File: src/rtl/core/ffsa_pkg.sv
// ffsa_pkg: shared types and constants of the first fit space allocator
// payload structs, controller states, datapath operations, status group
// used by ffsa_ctrl, ffsa_dp and first_fit_space_allocator
package ffsa_pkg;

   localparam logic [15:0] LOT_RESET   = 16'hFFFF;
   localparam logic [19:0] CHARGE_MAX  = 20'hFFFFF;
   localparam logic [19:0] CHARGE_STEP = 20'd10;
   localparam logic [0:0]  REG_LOT     = 1'b0;
   localparam logic        KIND_ARRIVAL   = 1'b0;
   localparam logic        KIND_DEPARTURE = 1'b1;

   typedef struct packed {
      logic        kind;
      logic [15:0] key;
      logic [15:0] req_length;
   } req_type;

   typedef struct packed {
      logic        placed;
      logic [15:0] start_offset;
      logic        released;
      logic [19:0] total_charge;
   } rsp_type;

   typedef enum logic [4:0] {
      ST_INIT, ST_IDLE, ST_H_RD, ST_H_CHK, ST_H_END, ST_A_RD, ST_A_CHK,
      ST_SD_CHK, ST_SD_RD, ST_SD_WR, ST_SD_END, ST_COMMIT, ST_D_RD, ST_D_CHK,
      ST_D_DEC, ST_SU_CHK, ST_SU_RD, ST_SU_WR, ST_SU_END, ST_REL, ST_DONE
   } state_type;

   typedef enum logic [4:0] {
      OP_NONE, OP_INIT, OP_LOAD, OP_H_RD, OP_H_CHK, OP_H_END, OP_A_RD, OP_A_CHK,
      OP_SD_RD, OP_SD_WR, OP_SD_END, OP_COMMIT, OP_D_RD, OP_D_CHK, OP_D_DEC,
      OP_SU_RD, OP_SU_WR, OP_SU_END, OP_REL, OP_OUT
   } op_type;

   typedef struct packed {
      op_type op;
   } ctl_type;

   typedef struct packed {
      logic is_dep;
      logic cfg_wr;
      logic out_free;
      logic h_match;
      logic h_last;
      logic held;
      logic slot_ok;
      logic q_zero;
      logic cnt_zero;
      logic a_fit;
      logic a_exact;
      logic f_last;
      logic sd_more;
      logic d_found;
      logic jp;
      logic jn;
      logic list_full;
      logic su_more;
   } sts_type;

endpackage

File: src/rtl/core/ffsa_ctrl.sv
// ffsa_ctrl: controller state machine sequencing table scans and list shifts
// depends on ffsa_pkg
module ffsa_ctrl (
   input  logic              clock,
   input  logic              reset,
   input  logic              req_valid,
   output logic              req_ready,
   input  ffsa_pkg::sts_type sts,
   output ffsa_pkg::ctl_type ctl
);

   ffsa_pkg::state_type state_ff, state_in;

   always_ff @(posedge clock) begin
      if (reset) begin
         state_ff <= ffsa_pkg::ST_INIT;
      end else begin
         state_ff <= state_in;
      end
   end

   always_comb begin
      state_in  = state_ff;
      ctl.op    = ffsa_pkg::OP_NONE;
      req_ready = 1'b0;
      unique case (state_ff)
         ffsa_pkg::ST_INIT: begin
            ctl.op   = ffsa_pkg::OP_INIT;
            state_in = ffsa_pkg::ST_IDLE;
         end
         ffsa_pkg::ST_IDLE: begin
            req_ready = 1'b1;
            if (req_valid) begin
               ctl.op   = ffsa_pkg::OP_LOAD;
               state_in = ffsa_pkg::ST_H_RD;
            end
         end
         ffsa_pkg::ST_H_RD: begin
            ctl.op   = ffsa_pkg::OP_H_RD;
            state_in = ffsa_pkg::ST_H_CHK;
         end
         ffsa_pkg::ST_H_CHK: begin
            ctl.op   = ffsa_pkg::OP_H_CHK;
            state_in = (sts.h_match || sts.h_last) ? ffsa_pkg::ST_H_END : ffsa_pkg::ST_H_RD;
         end
         ffsa_pkg::ST_H_END: begin
            ctl.op = ffsa_pkg::OP_H_END;
            if (!sts.is_dep) begin
               if ((!sts.held && !sts.slot_ok) || sts.q_zero || sts.cnt_zero) begin
                  state_in = ffsa_pkg::ST_DONE;
               end else begin
                  state_in = ffsa_pkg::ST_A_RD;
               end
            end else if (!sts.held) begin
               state_in = ffsa_pkg::ST_DONE;
            end else if (sts.cnt_zero) begin
               state_in = ffsa_pkg::ST_D_DEC;
            end else begin
               state_in = ffsa_pkg::ST_D_RD;
            end
         end
         ffsa_pkg::ST_A_RD: begin
            ctl.op   = ffsa_pkg::OP_A_RD;
            state_in = ffsa_pkg::ST_A_CHK;
         end
         ffsa_pkg::ST_A_CHK: begin
            ctl.op = ffsa_pkg::OP_A_CHK;
            if (sts.a_fit) begin
               state_in = sts.a_exact ? ffsa_pkg::ST_SD_CHK : ffsa_pkg::ST_COMMIT;
            end else if (sts.f_last) begin
               state_in = ffsa_pkg::ST_DONE;
            end else begin
               state_in = ffsa_pkg::ST_A_RD;
            end
         end
         ffsa_pkg::ST_SD_CHK: begin
            state_in = sts.sd_more ? ffsa_pkg::ST_SD_RD : ffsa_pkg::ST_SD_END;
         end
         ffsa_pkg::ST_SD_RD: begin
            ctl.op   = ffsa_pkg::OP_SD_RD;
            state_in = ffsa_pkg::ST_SD_WR;
         end
         ffsa_pkg::ST_SD_WR: begin
            ctl.op   = ffsa_pkg::OP_SD_WR;
            state_in = ffsa_pkg::ST_SD_CHK;
         end
         ffsa_pkg::ST_SD_END: begin
            ctl.op   = ffsa_pkg::OP_SD_END;
            state_in = sts.is_dep ? ffsa_pkg::ST_REL : ffsa_pkg::ST_COMMIT;
         end
         ffsa_pkg::ST_COMMIT: begin
            ctl.op   = ffsa_pkg::OP_COMMIT;
            state_in = ffsa_pkg::ST_DONE;
         end
         ffsa_pkg::ST_D_RD: begin
            ctl.op   = ffsa_pkg::OP_D_RD;
            state_in = ffsa_pkg::ST_D_CHK;
         end
         ffsa_pkg::ST_D_CHK: begin
            ctl.op   = ffsa_pkg::OP_D_CHK;
            state_in = (sts.d_found || sts.f_last) ? ffsa_pkg::ST_D_DEC : ffsa_pkg::ST_D_RD;
         end
         ffsa_pkg::ST_D_DEC: begin
            ctl.op = ffsa_pkg::OP_D_DEC;
            if (sts.jp && sts.jn) begin
               state_in = ffsa_pkg::ST_SD_CHK;
            end else if (sts.jp || sts.jn) begin
               state_in = ffsa_pkg::ST_REL;
            end else if (sts.list_full) begin
               state_in = ffsa_pkg::ST_DONE;
            end else begin
               state_in = ffsa_pkg::ST_SU_CHK;
            end
         end
         ffsa_pkg::ST_SU_CHK: begin
            state_in = sts.su_more ? ffsa_pkg::ST_SU_RD : ffsa_pkg::ST_SU_END;
         end
         ffsa_pkg::ST_SU_RD: begin
            ctl.op   = ffsa_pkg::OP_SU_RD;
            state_in = ffsa_pkg::ST_SU_WR;
         end
         ffsa_pkg::ST_SU_WR: begin
            ctl.op   = ffsa_pkg::OP_SU_WR;
            state_in = ffsa_pkg::ST_SU_CHK;
         end
         ffsa_pkg::ST_SU_END: begin
            ctl.op   = ffsa_pkg::OP_SU_END;
            state_in = ffsa_pkg::ST_REL;
         end
         ffsa_pkg::ST_REL: begin
            ctl.op   = ffsa_pkg::OP_REL;
            state_in = ffsa_pkg::ST_DONE;
         end
         ffsa_pkg::ST_DONE: begin
            if (sts.out_free) begin
               ctl.op   = ffsa_pkg::OP_OUT;
               state_in = ffsa_pkg::ST_IDLE;
            end
         end
         default: begin
            state_in = ffsa_pkg::ST_INIT;
         end
      endcase
      if (sts.cfg_wr) begin
         state_in = ffsa_pkg::ST_INIT;
      end
   end

endmodule

File: config.mk
export PLATFORM = sky130hd
export DESIGN_NAME = ffsa_ctrl
export DESIGN_NICKNAME = d
export VERILOG_FILES = /design/src/rtl/core/ffsa_pkg.sv /design/src/rtl/core/ffsa_ctrl.sv
export SDC_FILE = /design/constraint.sdc
export NUM_CORES = 1
export LEC_CHECK = 0
export CAP_MARGIN = 20
export CORE_MARGIN = 2
export CORE_UTILIZATION = 60
export DETAILED_ROUTE_END_ITERATION = 12
export DONT_BUFFER_PORTS = 1
export PLACE_DENSITY = 0.76
export REMOVE_ABC_BUFFERS = 1
export SYNTH_ARGS = -nofsm -noshare
export SYNTH_HDL_FRONTEND = slang
export SYNTH_SLANG_ARGS = --single-unit
File: constraint.sdc
create_clock -name clock -period 1.7 [get_ports clock]
set_input_delay 0.255 -clock clock [delete_from_list [all_inputs] [get_ports clock]]
set_output_delay 0.255 -clock clock [all_outputs]
set_load 0.005 [all_outputs]
==> metrics.md <==
| Metric | Value |
|---|---|
| Synthesized cell area | `815 um^2` |
| Initial antenna violation count | `0` |
| Met3 WL | `231 um` |
| Largest net degree at the start of global routing | `12` |
| Launch point of the worst reg-to-reg path | `state_ff[1]$_SDFFE_PP0P_` |
| Vias in the first global route | `865` |
| Max IR drop VDD | `0.203 mV` |
| R2R Setup Slk | `0.11 ns` |
| Final setup viols | `0` |
| DP Wirelength | `1910 um` |
| Tot Pwr | `0.406 mW` |
| Hold slack final | `0.0575 ns` |
| R2R cell count | `5` |
| Post-route DRC | `0` |
| Core Rows | `13` |
| Postcts setup bufs | `0` |
| GRT Util Overall | `34.1%` |
| Drt via density | `6.92` |
| Drt total wl | `2430 um` |
| Placed inst area | `860 um^2` |
| CP Cell Sequence | `inv_1 > nor3_1 > a21oi_1 > o22ai_1` |
| Post-synth top area share | `12.3%` |
| Routability Congestion | `0.982` |
| Die footprint | `1670 um^2` |
| Max reg flops | `5` |
| Largest cells by area after synthesis | `dfxtp_1 (12%), nand2_1 (8.3%), o21ai_0 (8.0%)` |
| # clock sinks | `5` |
| CP peak stage delay | `0.47 ns` |
| # diodes | `0` |
| Initial core utilization | `63.4%` |
| Layout cells sized above 1 | `20.0%` |
| Ys async rst share | `0%` |
| Synth warnings | `0` |
| First-pass GRT wire length | `3720 um` |
| Clock Root Buffer | `clkbuf_4` |
| Max Freq | `615 MHz` |
| Crit Path Max Fanout | `7` |
| Status | `completed` |
| Filler instances | `113` |
| Number of synthesized flops with an enable pin | `0` |
| Hold Crit Depth | `1` |
| Synth Area per Inst | `6.62 um^2` |
| Initial DRC count | `54` |
| Setup clock skew after layout | `0.00154 ns` |
| Final worst-path cycle share | `95.7%` |
| CP bufs+invs | `1` |
| # IOs | `27` |
| Register bit total from synthesis | `5` |
| Mapped Cells | `123` |
| Period minus WS final | `1.63 ns` |
| Die W | `40.8 um` |
| Dpl cells | `141` |
| MaxCap Viol Count | `0` |
| Vias | `1,004` |
| RSZ-0062 raised after global routing | `false` |
| Grt ovf | `0` |
| Data required, critical path | `1.44 ns` |
| Critical path class | `flop to output pin` |
| Fin Setup TNS | `0 ns` |
| Clock buffer depth | `2` |
| Area leader, netlist | `dfxtp_1` |
| Worst path top cell family by delay | `flip-flops` |
| Leak | `0.326 nW` |
| DR WL/cell | `16.8 um` |
| Met2 WL | `1130 um` |
| Crit path from | `state_ff[4]$_SDFFE_PP0P_` |
| Slew margin rel. | `78.1%` |
| Most flops, register | `state_ff` |
| Top FF cell, synth | `dfxtp_1` |
| Tightest Hold Check Type | `input pin to flop` |
| Hold EP | `state_ff[2]$_SDFFE_PP0P_` |
| Final std cells w/o fill | `145` |
| Post-Route M1 WL | `999 um` |
| Total CTS buffers | `3` |
| Biggest regs | `state_ff: 5 flops` |
| Final ANT Viol Nets | `0` |
| Reg-to-Reg End | `state_ff[1]$_SDFFE_PP0P_` |
| H-tree levels | `1` |
| Core region area | `1280 um^2` |
| CTS tree | `built` |
| Cts-stage hold buffer count | `0` |
| Synthesis-to-finish area growth | `10.1%` |
| Hold Startpoint | `sts[16]` |
| Count of final hold-check violations | `0` |
| Worst setup SP type | `flop` |
| Max-slew violations | `0` |
| PwrDens | `452 nW/um^2` |
| Sequential fraction of the synthesis area | `12.3%` |
| Worst Max-Slew Pin Slew | `0.327 ns` |
| IO buf count | `0` |
| Drt pass-1 iters | `4` |
| Nets@finish | `154` |
| Die Y | `40.8 um` |
| Final instance area | `897 um^2` |
| Clock transition at the registers of the reported paths | `0.05 ns` |
| Worst path slowest cell | `dfxtp_1` |
| Count of cell types in the netlist | `41` |
| Top layer in use | `met4` |
| WP data arrival | `1.37 ns` |
| Worst setup EP type | `output pin` |
| Clock latency on the worst-skew pair | `0.26 ns` |
| CTS resizes | `0` |
==> cell type report <==
cell class,count,area [um^2],share of cell area [%]
multi-input combinational,103,636,70.9
sequential,5,104,11.6
timing repair buffer,12,90.1,10.0
clock buffer,4,26.3,2.93
inverter,6,22.5,2.51
tap,15,18.8,2.09
==> stage by stage <==
step                setup slack, ns  util [%]
floorplan                    0.0876         -
global placement              0.198      66.9
detailed placement            0.121      66.9
CTS                         0.00784      68.9
global route                0.00139      69.8
finish                       0.0733      69.8
==> report_power, final <==
part / internal [mW] / switching [mW] / total (mW) / leakage (nW)
clock network: 0.0896 / 0.0625 / 0.152 / 0.0150
registers: 0.122 / 0.00733 / 0.129 / 0.0420
logic: 0.0535 / 0.0708 / 0.124 / 0.269
==> Yosys cell counts, types with 2 or more instances <==
cell type / count
nand2b_1: 5
nor4_2: 2
nand2_1: 18
inv_1: 5
o22ai_1: 3
nor4_1: 4
buf_6: 3
nand3_1: 2
a31oi_1: 2
nor3_1: 8
nor2b_1: 3
ha_1: 2
a21oi_1: 6
a311oi_1: 4
clkbuf_1: 2
o21ai_0: 13
o31a_1: 2
buf_2: 2
xor2_1: 2
nor2_1: 10
dfxtp_1: 5
==> worst max path at each step <==
stage                                           to  cells past startpoint
after global routing                        ctl[3]                      4
after floorplan           state_ff[3]$_SDFFE_PP0P_                      5
final                                       ctl[2]                      4
after CTS                                   ctl[2]                      4
after detailed placement  state_ff[1]$_SDFFE_PP0P_                      5
after global placement    state_ff[1]$_SDFFE_PP0P_                      5
==> layer usage <==
| metal | vias up | GRT usage, % |
|---|---|---|
| met5 | - | 0 |
| met1 | 451 | 42.3 |
| met3 | 9 | 1.63 |
| met2 | 70 | 58.6 |
| li1 | 474 | - |
| met4 | 0 | 17.5 |
==> kinds of logic (layout without fill, tap and decap cells) <==
logic type / Yosys count / count (layout) / synth area share [%]
AND/OR/NAND/NOR: 58 / 58 / 38.9
AO/OA/AOI/OAI: 40 / 40 / 31.8
buffers and inverters: 15 / 22 / 10.6
flip-flops: 5 / 5 / 12.3
adder cells (fa/ha/maj): 2 / 2 / 3.07
XOR/XNOR: 2 / 2 / 2.15
multiplexers: 1 / 1 / 1.23
==> cells in the final DEF, fill, tap and decap left out, drive strengths merged <==
cell type / synthesis / final
nand2: 18 / 18
o21ai: 14 / 14
buf: 6 / 12
nor2: 10 / 10
nor3: 8 / 8
a21oi: 6 / 6
inv: 6 / 6
nor4: 6 / 6
nand2b: 5 / 5
dfxtp: 5 / 5
a311oi: 4 / 4
nor2b: 4 / 4
clkbuf: 3 / 4
o22ai: 3 / 3
o31a: 2 / 2
a31oi: 2 / 2
nand3: 2 / 2
xor2: 2 / 2
ha: 2 / 2
or2: 1 / 1
a21boi: 1 / 1
and3b: 1 / 1
o21a: 1 / 1
o211ai: 1 / 1
and4: 1 / 1
or3: 1 / 1
a2bb2oi: 1 / 1
o32ai: 1 / 1
o21bai: 1 / 1
a32oi: 1 / 1
nor4b: 1 / 1
a32o: 1 / 1
mux2i: 1 / 1
o2111ai: 1 / 1
Power figures use the tool's default switching activity.
